[src/rde_pkg.sv]
// shared constants, types and helpers for the raster draw engine
package rde_pkg;

  // field widths
  localparam int FUNC_W      = 3;
  localparam int XA_W        = 6;
  localparam int XB_W        = 7;
  localparam int COLOR_W     = 8;
  localparam int CODE_W      = 3;
  // walker coordinates reach xa + xb - 1 = 189 for a rectangle
  localparam int COORD_W     = 8;
  localparam int ERR_W       = 10;
  localparam int CFG_W       = 7;
  localparam int CFG_IDX_W   = 1;
  localparam int IN_TDATA_W  = 56;
  localparam int OUT_TDATA_W = 8;

  // default frame geometry
  localparam int DEF_MAX_WIDTH  = 64;
  localparam int DEF_MAX_HEIGHT = 64;

  // reset value of the frame size registers
  localparam logic [CFG_W-1:0] FRAME_SIZE_RST = 7'd64;

  // command codes
  localparam logic [FUNC_W-1:0] FUNC_HSPAN   = 3'd0;
  localparam logic [FUNC_W-1:0] FUNC_VSPAN   = 3'd1;
  localparam logic [FUNC_W-1:0] FUNC_OUTLINE = 3'd2;
  localparam logic [FUNC_W-1:0] FUNC_FILL    = 3'd3;
  localparam logic [FUNC_W-1:0] FUNC_LINE    = 3'd4;
  localparam logic [FUNC_W-1:0] FUNC_READ    = 3'd5;

  // colour codes
  localparam logic [CODE_W-1:0] CODE_OTHER = 3'd0;
  localparam logic [CODE_W-1:0] CODE_RED   = 3'd1;
  localparam logic [CODE_W-1:0] CODE_GREEN = 3'd2;
  localparam logic [CODE_W-1:0] CODE_BLUE  = 3'd3;
  localparam logic [CODE_W-1:0] CODE_WHITE = 3'd4;
  localparam logic [CODE_W-1:0] CODE_BLACK = 3'd5;

  // configuration register indexes
  localparam logic [CFG_IDX_W-1:0] REG_FRAME_WIDTH  = 1'b0;
  localparam logic [CFG_IDX_W-1:0] REG_FRAME_HEIGHT = 1'b1;

  localparam logic [COLOR_W-1:0] COMP_FULL = 8'd255;
  localparam logic [COLOR_W-1:0] COMP_NONE = 8'd0;

  // controller to datapath commands
  typedef struct packed {
    logic clr;
    logic load;
    logic step;
    logic rd;
    logic emit;
  } rde_cmd_t;

  // datapath to controller status
  typedef struct packed {
    logic clr_last;
    logic last;
    logic empty;
  } rde_sts_t;

  // map an exact rgb triple to a colour code
  function automatic logic [CODE_W-1:0] colour_code(input logic [COLOR_W-1:0] r,
                                                   input logic [COLOR_W-1:0] g,
                                                   input logic [COLOR_W-1:0] b);
    logic [CODE_W-1:0] code;
    code = CODE_OTHER;
    if (r == COMP_FULL && g == COMP_NONE && b == COMP_NONE) code = CODE_RED;
    else if (r == COMP_NONE && g == COMP_FULL && b == COMP_NONE) code = CODE_GREEN;
    else if (r == COMP_NONE && g == COMP_NONE && b == COMP_FULL) code = CODE_BLUE;
    else if (r == COMP_FULL && g == COMP_FULL && b == COMP_FULL) code = CODE_WHITE;
    else if (r == COMP_NONE && g == COMP_NONE && b == COMP_NONE) code = CODE_BLACK;
    return code;
  endfunction

endpackage

[src/rde_ctrl.sv]
// controller state machine sequencing clear, draw, read and result transfer
module rde_ctrl (
  input  logic                     clk,
  input  logic                     rst_n,
  input  logic                     in_tvalid,
  output logic                     in_tready,
  input  logic [rde_pkg::FUNC_W-1:0] in_func,
  output logic                     out_tvalid,
  input  logic                     out_tready,
  output rde_pkg::rde_cmd_t        cmd,
  input  rde_pkg::rde_sts_t        sts
);
  import rde_pkg::*;

  typedef enum logic [2:0] {
    S_CLEAR,
    S_IDLE,
    S_RUN,
    S_READ,
    S_FIN
  } state_t;

  state_t state_r, state_nxt;
  logic   out_valid_r, out_valid_nxt;

  assign in_tready  = (state_r == S_IDLE);
  assign out_tvalid = out_valid_r;

  // next state and commands
  always_comb begin
    cmd           = '0;
    state_nxt     = state_r;
    out_valid_nxt = out_valid_r && !out_tready;
    unique case (state_r)
      S_CLEAR: begin
        cmd.clr = 1'b1;
        if (sts.clr_last) state_nxt = S_IDLE;
      end
      S_IDLE: begin
        if (in_tvalid) begin
          cmd.load = 1'b1;
          case (in_func) inside
            FUNC_HSPAN, FUNC_VSPAN, FUNC_OUTLINE, FUNC_FILL, FUNC_LINE: state_nxt = S_RUN;
            FUNC_READ: state_nxt = S_READ;
            default:   state_nxt = S_FIN;
          endcase
        end
      end
      S_RUN: begin
        if (sts.empty) begin
          state_nxt = S_FIN;
        end else begin
          cmd.step = 1'b1;
          if (sts.last) state_nxt = S_FIN;
        end
      end
      S_READ: begin
        cmd.rd    = 1'b1;
        state_nxt = S_FIN;
      end
      S_FIN: begin
        // wait for the output register to free up
        if (!out_valid_r || out_tready) begin
          cmd.emit      = 1'b1;
          out_valid_nxt = 1'b1;
          state_nxt     = S_IDLE;
        end
      end
      default: state_nxt = S_CLEAR;
    endcase
  end

  // state and registered outputs
  always_ff @(posedge clk) begin
    if (!rst_n) begin
      state_r     <= S_CLEAR;
      out_valid_r <= 1'b0;
    end else begin
      state_r     <= state_nxt;
      out_valid_r <= out_valid_nxt;
    end
  end

endmodule

[config.mk]
export PLATFORM = sky130hd
export DESIGN_NAME = rde_ctrl
export DESIGN_NICKNAME = d
export VERILOG_FILES = /design/src/rde_pkg.sv /design/src/rde_ctrl.sv
export SDC_FILE = /design/constraint.sdc
export NUM_CORES = 1
export LEC_CHECK = 0
export ABC_AREA = 1
export BUFFER_PORTS_ARGS = -buffer_cell sky130_fd_sc_hd__buf_2
export CORE_AREA = 2 2 39 41
export DETAILED_ROUTE_END_ITERATION = 6
export DIE_AREA = 0 0 41 43
export HOLD_SLACK_MARGIN = 0.03
export PLACE_DENSITY = 0.49
export SYNTH_ARGS = -nofsm -noshare
export SYNTH_HDL_FRONTEND = slang
export SYNTH_SLANG_ARGS = --single-unit
[constraint.sdc]
create_clock -name clk -period 1.4 [get_ports clk]
set_input_delay 0.07 -clock clk [delete_from_list [all_inputs] [get_ports clk]]
set_output_delay 0.07 -clock clk [all_outputs]
set_load 0.005 [all_outputs]
==> summary.md, run 1 <==
| Metric | Value |
|---|---|
| Result of the run | `completed` |
| Switching power | `0.000147 W` |
| Diodes inserted | `0` |
| Main combinational cell family by area after synthesis | `simple AND/OR/NAND/NOR gates` |
| Fin crit share | `87.4%` |
| # Post-CTS Setup Buffers | `0` |
| TNS Setup | `0 ns` |
| Slew Limit Headroom | `84.2%` |
| Clock Latency Late Sink | `0.24 ns` |
| R2r worst-path depth | `6` |
| Crit path from | `state_r[1]$_SDFFE_PN0P_` |
| Crit path DAT | `1.15 ns` |
| Syn-to-layout area delta | `41.9%` |
| Fill cells | `159` |
| Worst min path class | `in -> reg` |
| Crit. End Element | `output pin` |
| Number of synthesized register bits | `4` |
| Global placer's final weighted congestion | `0.725` |
| # IOs | `17` |
| GRT Overall Usage | `9.12%` |
| WL/cell | `7.83 um` |
| Post-synth top area share | `27.4%` |
| Crit Path Class | `reg -> out` |
| Seq pwr share | `32.1%` |
| Post-Synthesis Cell Area | `293 sq um` |
| Final Cell Area | `415 sq um` |
| Initial core utilization | `21.2%` |
| R2r endpoint | `state_r[1]$_SDFFE_PN0P_` |
| CTS tree | `built` |
| Die Y | `43 um` |
| Max Cap Viol | `0` |
| R2R setup slack | `0.33 ns` |
| Comb power frac | `34.8%` |
| Port buffer count | `16` |
| Slowest stage cell, crit path | `dfxtp_1` |
| Power density over the cells | `1040 nW/um^2` |
| Initial antenna violation count | `0` |
| Ys Warns | `0` |
| Fmax | `818 MHz` |
| Crit path depth | `5` |
| Final number of hold-violating endpoints | `0` |
| Detail Route Antenna Nets | `0` |
| Worst-margin pin slew | `0.237 ns` |
| Post-Synth XOR/XNOR Area | `0%` |
| Total nets after synthesis | `61` |
| Fin crit period | `1.22 ns` |
| # setup viols final | `0` |
| First-pass iteration count of the detailed router | `4` |
| Max-slew violations | `0` |
| First-pass GRT wire length | `1.11 mm` |
| RSZ-0062 raised after global routing | `no` |
| Largest net degree at the start of global routing | `7` |
| Routed WL | `673 um` |
| Post-synthesis mux area share | `0%` |
| PnR Total Power | `0.000431 W` |
| Leakage power | `0.247 nW` |
| Compound-Gate Fraction of Synth Area | `9.83%` |
| FF-to-FF Start | `state_r[0]$_SDFFE_PN0P_` |
| Non-filler instance count after layout | `86` |
| Rows | `14` |
| Placed cell count | `83` |
| Synth Area in Adders | `0%` |
| CTS buffer count | `3` |
| Family with the most delay on the worst path | `flip-flops` |
| CTS resizes | `0` |
| CP Max Fanout | `3` |
| Final nets | `82` |
| Crit start category | `register` |
| Cell taking the most area after synthesis | `dfxtp_1` |
| Core area | `1380 sq um` |
| Sequential area share after synthesis | `27.4%` |
| Synth cell types | `15` |
| Placed standard-cell area | `393 sq um` |
| Post-DP HPWL | `576 um` |
| Vias in the first global route | `306` |
| Vias | `347` |
| Post-synthesis simple-gate area fraction | `44.9%` |
| Fraction of layout cells with a size suffix above 1 | `37.1%` |
| Clk_skew | `0.00560 ns` |
| Largest cells by area after synthesis | `dfxtp_1 (27%), inv_1 (15%), nand2_1 (12%), nor2_1 (10%), nand3_1 (6.8%)` |
| Total gr overflow | `0` |
| Setup crit end | `cmd[2]` |
| Level count of the clock H-tree | `1` |
| CP Data Required Time | `1.33 ns` |
| Hold_ws | `0.113 ns` |
| DR DRC count | `0` |
| Switching part of the total | `34.1%` |
| Vias per cell | `4.03` |
| Maximum vdd drop | `0.285 mV` |
| Post-Syn Instances | `51` |
| Internal power | `0.000284 W` |
| Buf/Inv on CP | `3` |
| Reg clk slew, reported paths | `0.04 ns` |
| DIE AREA | `1760 sq um` |
| Root Driver | `clkbuf_4` |
| Syn Area/Cell | `5.74 sq um` |
| Most common cell type on the critical path | `inv_1` |
| Part of the power in the clock network | `33.2%` |
| Horiz. Die Dim | `41 um` |
| Initial DRC count | `6` |
| Clk buf depth | `2` |
| # hold bufs at CTS | `0` |
| Biggest cell delay along the critical path | `0.33 ns` |
| Clk sinks | `4` |
| Crit-path cells | `inv_1 -> nor2_1 -> inv_1 -> nor3_1 -> buf_2` |
## Yosys cell counts, drive strengths merged
cell type / n
a21oi: 4
dfxtp: 4
inv: 14
nand2: 10
nand3: 5
nand3b: 1
nand4: 1
nor2: 10
nor3: 1
o21ai: 1
## how the worst min path moves through the flow
stage / startpoint / end / depth (start not counted)
floorplan: sts[0] / cmd[2] / 1
global placement: out_tready / out_tvalid$_SDFF_PN0_ / 4
detailed placement: out_tready / out_tvalid$_SDFF_PN0_ / 4
CTS: out_tready / out_tvalid$_SDFF_PN0_ / 4
global route: rst_n / state_r[1]$_SDFFE_PN0P_ / 3
finish: out_tready / out_tvalid$_SDFF_PN0_ / 4
## power by group through the flow
stage / Sequential, W / Clock, W / Combinational (W)
3_3_place_gp: 0.000140 / 0 / 0.000153
4_1_cts: 0.000139 / 0.000152 / 0.000152
6_report: 0.000138 / 0.000143 / 0.000150
2_1_floorplan: 0.000138 / 0 / 0.000101
3_5_place_dp: 0.000140 / 0 / 0.000152
5_1_grt: 0.000140 / 0.000162 / 0.000175
## flip-flops by register name (all words and copies together), names as in the netlist
register,cells
out_tvalid,1
state_r,3
## cells in the final DEF, fill, tap and decap left out, drive strengths merged
cell | netlist | layout
a21oi | 4 | 4
nand2 | 10 | 10
nor3 | 1 | 1
clkbuf | 0 | 3
dfxtp | 4 | 4
nand3b | 1 | 1
nor2 | 10 | 10
nand4 | 1 | 1
inv | 14 | 14
buf | 0 | 16
o21ai | 1 | 1
nand3 | 5 | 5
## logic make-up after synthesis
kind of cell / count (synthesis)
buf+inv: 14
simple gates: 28
compound gates: 5
flops: 4
## final cells by class
type / instances / area (sq um) / share of cell area [%]
Multi-Input combinational cell: 33 / 160 / 38.6
Timing Repair Buffer: 16 / 80.1 / 19.3
Clock buffer: 3 / 22.5 / 5.42
Sequential cell: 4 / 80.1 / 19.3
Inverter: 14 / 52.6 / 12.7
Tap cell: 16 / 20.0 / 4.82
## metrics by stage
stage	utilization (%)	setup slack, ns
detailed placement	28.4	0.321
CTS	30.0	0.163
floorplan	-	0.449
finish	30.0	0.177
global placement	28.4	0.322
global route	30.0	0.0509
## worst register-to-register path: cells and delay by family, from the launching register on
kind               cells  cell delay (ns)
AOI/OAI and AO/OA      1             0.05
DFF                    1             0.33
and+or+nand+nor        5             0.59
## routing by layer
metal / up-vias / routed length [um] / global-route usage, % / part of all wire (%)
met5: - / 0 / 0 / 0
li1: 192 / - / - / -
met3: 0 / 78 / 6.28 / 12
met4: 0 / 0 / 2.00 / 0
met2: 17 / 306 / 13.4 / 45
met1: 138 / 288 / 10.5 / 43
Power figures use the tool's default switching activity.
==> run 2, diff against run 1 <==
--- a/config.mk
+++ b/config.mk
@@ -8,6 +8,7 @@
 export ABC_AREA = 1
 export BUFFER_PORTS_ARGS = -buffer_cell sky130_fd_sc_hd__buf_2
 export CORE_AREA = 2 2 39 41
+export CTS_BUF_LIST = sky130_fd_sc_hd__clkbuf_8 sky130_fd_sc_hd__clkbuf_16
 export DETAILED_ROUTE_END_ITERATION = 6
 export DIE_AREA = 0 0 41 43
 export HOLD_SLACK_MARGIN = 0.03
==> summary.md, run 2 (synthesis gave the netlist of run 1 again) <==
| Metric | Value |
|---|---|
| Result of the run | `completed` |
| Max FFs per register | `3 (unchanged)` |
| Fin crit period | `1.20 ns (-0.0220 ns)` |
| Detail Route Antenna Nets | `0 (unchanged)` |
| Horiz. Die Dim | `41 um (unchanged)` |
| Rows | `14 (unchanged)` |
| Diodes inserted | `0 (unchanged)` |
| Fraction of layout cells with a size suffix above 1 | `37.1% (unchanged)` |
| Worst-margin pin slew | `0.239 ns (+0.00178 ns)` |
| RSZ-0062 raised after global routing | `no` |
| Hold_ws | `0.133 ns (+0.0206 ns)` |
| Level count of the clock H-tree | `1 (unchanged)` |
| Post-DP HPWL | `576 um (unchanged)` |
| Largest net degree at the start of global routing | `7 (unchanged)` |
| Total gr overflow | `0 (unchanged)` |
| Crit. End Element | `output pin` |
| Fmax | `833 MHz (+1.8%)` |
| Vias per cell | `3.95 (-2.0%)` |
| Comb power frac | `28.6% (-6.2 points)` |
| Initial core utilization | `21.2% (unchanged)` |
| Seq pwr share | `26.2% (-5.9 points)` |
| Buf/Inv on CP | `3 (unchanged)` |
| Clk buf depth | `2 (unchanged)` |
| R2R setup slack | `0.33 ns (about the same)` |
| Crit path DAT | `1.13 ns (-0.02 ns)` |
| # Post-CTS Setup Buffers | `0 (unchanged)` |
| Global placer's final weighted congestion | `0.725 (unchanged)` |
| Clk sinks | `4 (unchanged)` |
| CTS resizes | `0 (unchanged)` |
| Clock Latency Late Sink | `0.22 ns (-0.02 ns)` |
| Biggest cell delay along the critical path | `0.33 ns (about the same)` |
| Routed WL | `669 um (-0.59%)` |
| # hold bufs at CTS | `0 (unchanged)` |
| Final nets | `82 (unchanged)` |
| Max Cap Viol | `0 (unchanged)` |
| Root Driver | `clkbuf_8` |
| Most common cell after layout, fill and taps aside | `buf_2` |
| Power density over the cells | `1220 nW/um^2 (+17%)` |
| Family with the most delay on the worst path | `flip-flops` |
| Reg clk slew, reported paths | `0.03 ns (about the same)` |
| CTS buffer count | `3 (unchanged)` |
| Vias in the first global route | `303 (-0.98%)` |
| Most common cell type on the critical path | `inv_1` |
| Slew Limit Headroom | `84.0% (-0.12 points)` |
| Switching part of the total | `29.7% (-4.4 points)` |
| Clk_skew | `0.00438 ns (-0.00121 ns)` |
| Die Y | `43 um (unchanged)` |
| Leakage power | `0.255 nW (+3.1%)` |
| Crit start category | `register` |
| WL/cell | `7.78 um (-0.59%)` |
| Fin crit share | `85.8% (-1.6 points)` |
| Part of the power in the clock network | `45.2% (+12 points)` |
| Final number of hold-violating endpoints | `0 (unchanged)` |
| Initial DRC count | `7 (+1)` |
| Fill cells | `153 (-3.8%)` |
| TNS Setup | `0 ns (unchanged)` |
| CTS tree | `built` |
| CP Data Required Time | `1.33 ns (about the same)` |
| DR DRC count | `0 (unchanged)` |
| Largest reg by FF count | `state_r` |
| Syn-to-layout area delta | `48.3%` |
| Maximum vdd drop | `0.377 mV (+32%)` |
| Port buffer count | `16 (unchanged)` |
| Switching power | `0.000157 W (+6.8%)` |
| GRT Overall Usage | `9.02% (-0.10 points)` |
| Vias | `340 (-2.0%)` |
| DIE AREA | `1760 sq um (unchanged)` |
| First-pass GRT wire length | `1.10 mm (-1.2%)` |
| First-pass iteration count of the detailed router | `2 (-2)` |
| Crit Path Class | `reg -> out` |
| # IOs | `17 (unchanged)` |
| # setup viols final | `0 (unchanged)` |
| Internal power | `0.000372 W (+31%)` |
| Crit-path cells | `inv_1 -> nor2_1 -> inv_1 -> nor3_1 -> buf_2` |
| CP Max Fanout | `3 (unchanged)` |
| Max-slew violations | `0 (unchanged)` |
| Worst min path class | `in -> reg` |
| Core area | `1380 sq um (unchanged)` |
| Register area | `80.1 sq um (unchanged)` |
| Slowest stage cell, crit path | `dfxtp_1` |
| Commonest cells after routing, fill and taps aside | `buf_2 (16), inv_1 (12), nand2_1 (9), nor2_1 (8)` |
| Area of the multi-input gates | `160 sq um (unchanged)` |
| Initial antenna violation count | `0 (unchanged)` |
==> run 2: power by group through the flow <==
stage	Sequential [W]	Combinational (W)	Clock, W
after floorplan	0.000138	0.000101	0
final	0.000138	0.000151	0.000239
after CTS	0.000139	0.000152	0.000246
after global placement	0.000140	0.000153	0
after detailed placement	0.000140	0.000152	0
after global routing	0.000140	0.000175	0.000255
==> run 2: final timing paths <==
path,depth (start not counted),endpoint,from
max,5,cmd[2],state_r[1]$_SDFFE_PN0P_
min,4,out_tvalid$_SDFF_PN0_,out_tready
max reg2reg,6,state_r[1]$_SDFFE_PN0P_,state_r[0]$_SDFFE_PN0P_
min reg2reg,4,out_tvalid$_SDFF_PN0_,out_tvalid$_SDFF_PN0_
==> run 2: per-layer routing <==
metal | GRT usage (%) | up-vias | routed length [um]
met1 | 10.2 | 134 | 301
met2 | 13.4 | 15 | 291
li1 | - | 191 | -
met3 | 6.28 | 0 | 77
met4 | 2.00 | 0 | 0
met5 | 0 | - | 0
==> run 2: layout make-up <==
class,instances,area share [%]
Tap cell,16,4.61
Inverter,14,12.1
Timing Repair Buffer,16,18.4
Clock buffer,3,9.51
Sequential cell,4,18.4
Multi-Input combinational cell,33,36.9
==> run 2: worst reg2reg max path, cell delays in order, from the launching register on <==
cell and delay, ns:
dfxtp_1 0.33, nor2_1 0.23, nand3_1 0.14, nand2_1 0.10, nor2_2 0.05, nand2_1 0.07
a21oi_2 0.05
==> run 2: through the flow <==
step | utilization, % | power, W | worst slack (ns) | cells | instance area, sq um
6_report | 31.4 | 0.000529 | 0.199 | 86 | 434
5_1_grt | 31.4 | 0.000571 | 0.0826 | 86 | 434
4_1_cts | 31.4 | 0.000538 | 0.192 | 86 | 434
3_5_place_dp | 28.4 | 0.000292 | 0.321 | 83 | 393
3_3_place_gp | 28.4 | 0.000293 | 0.322 | 83 | 393
2_1_floorplan | - | 0.000238 | 0.449 | 51 | 293
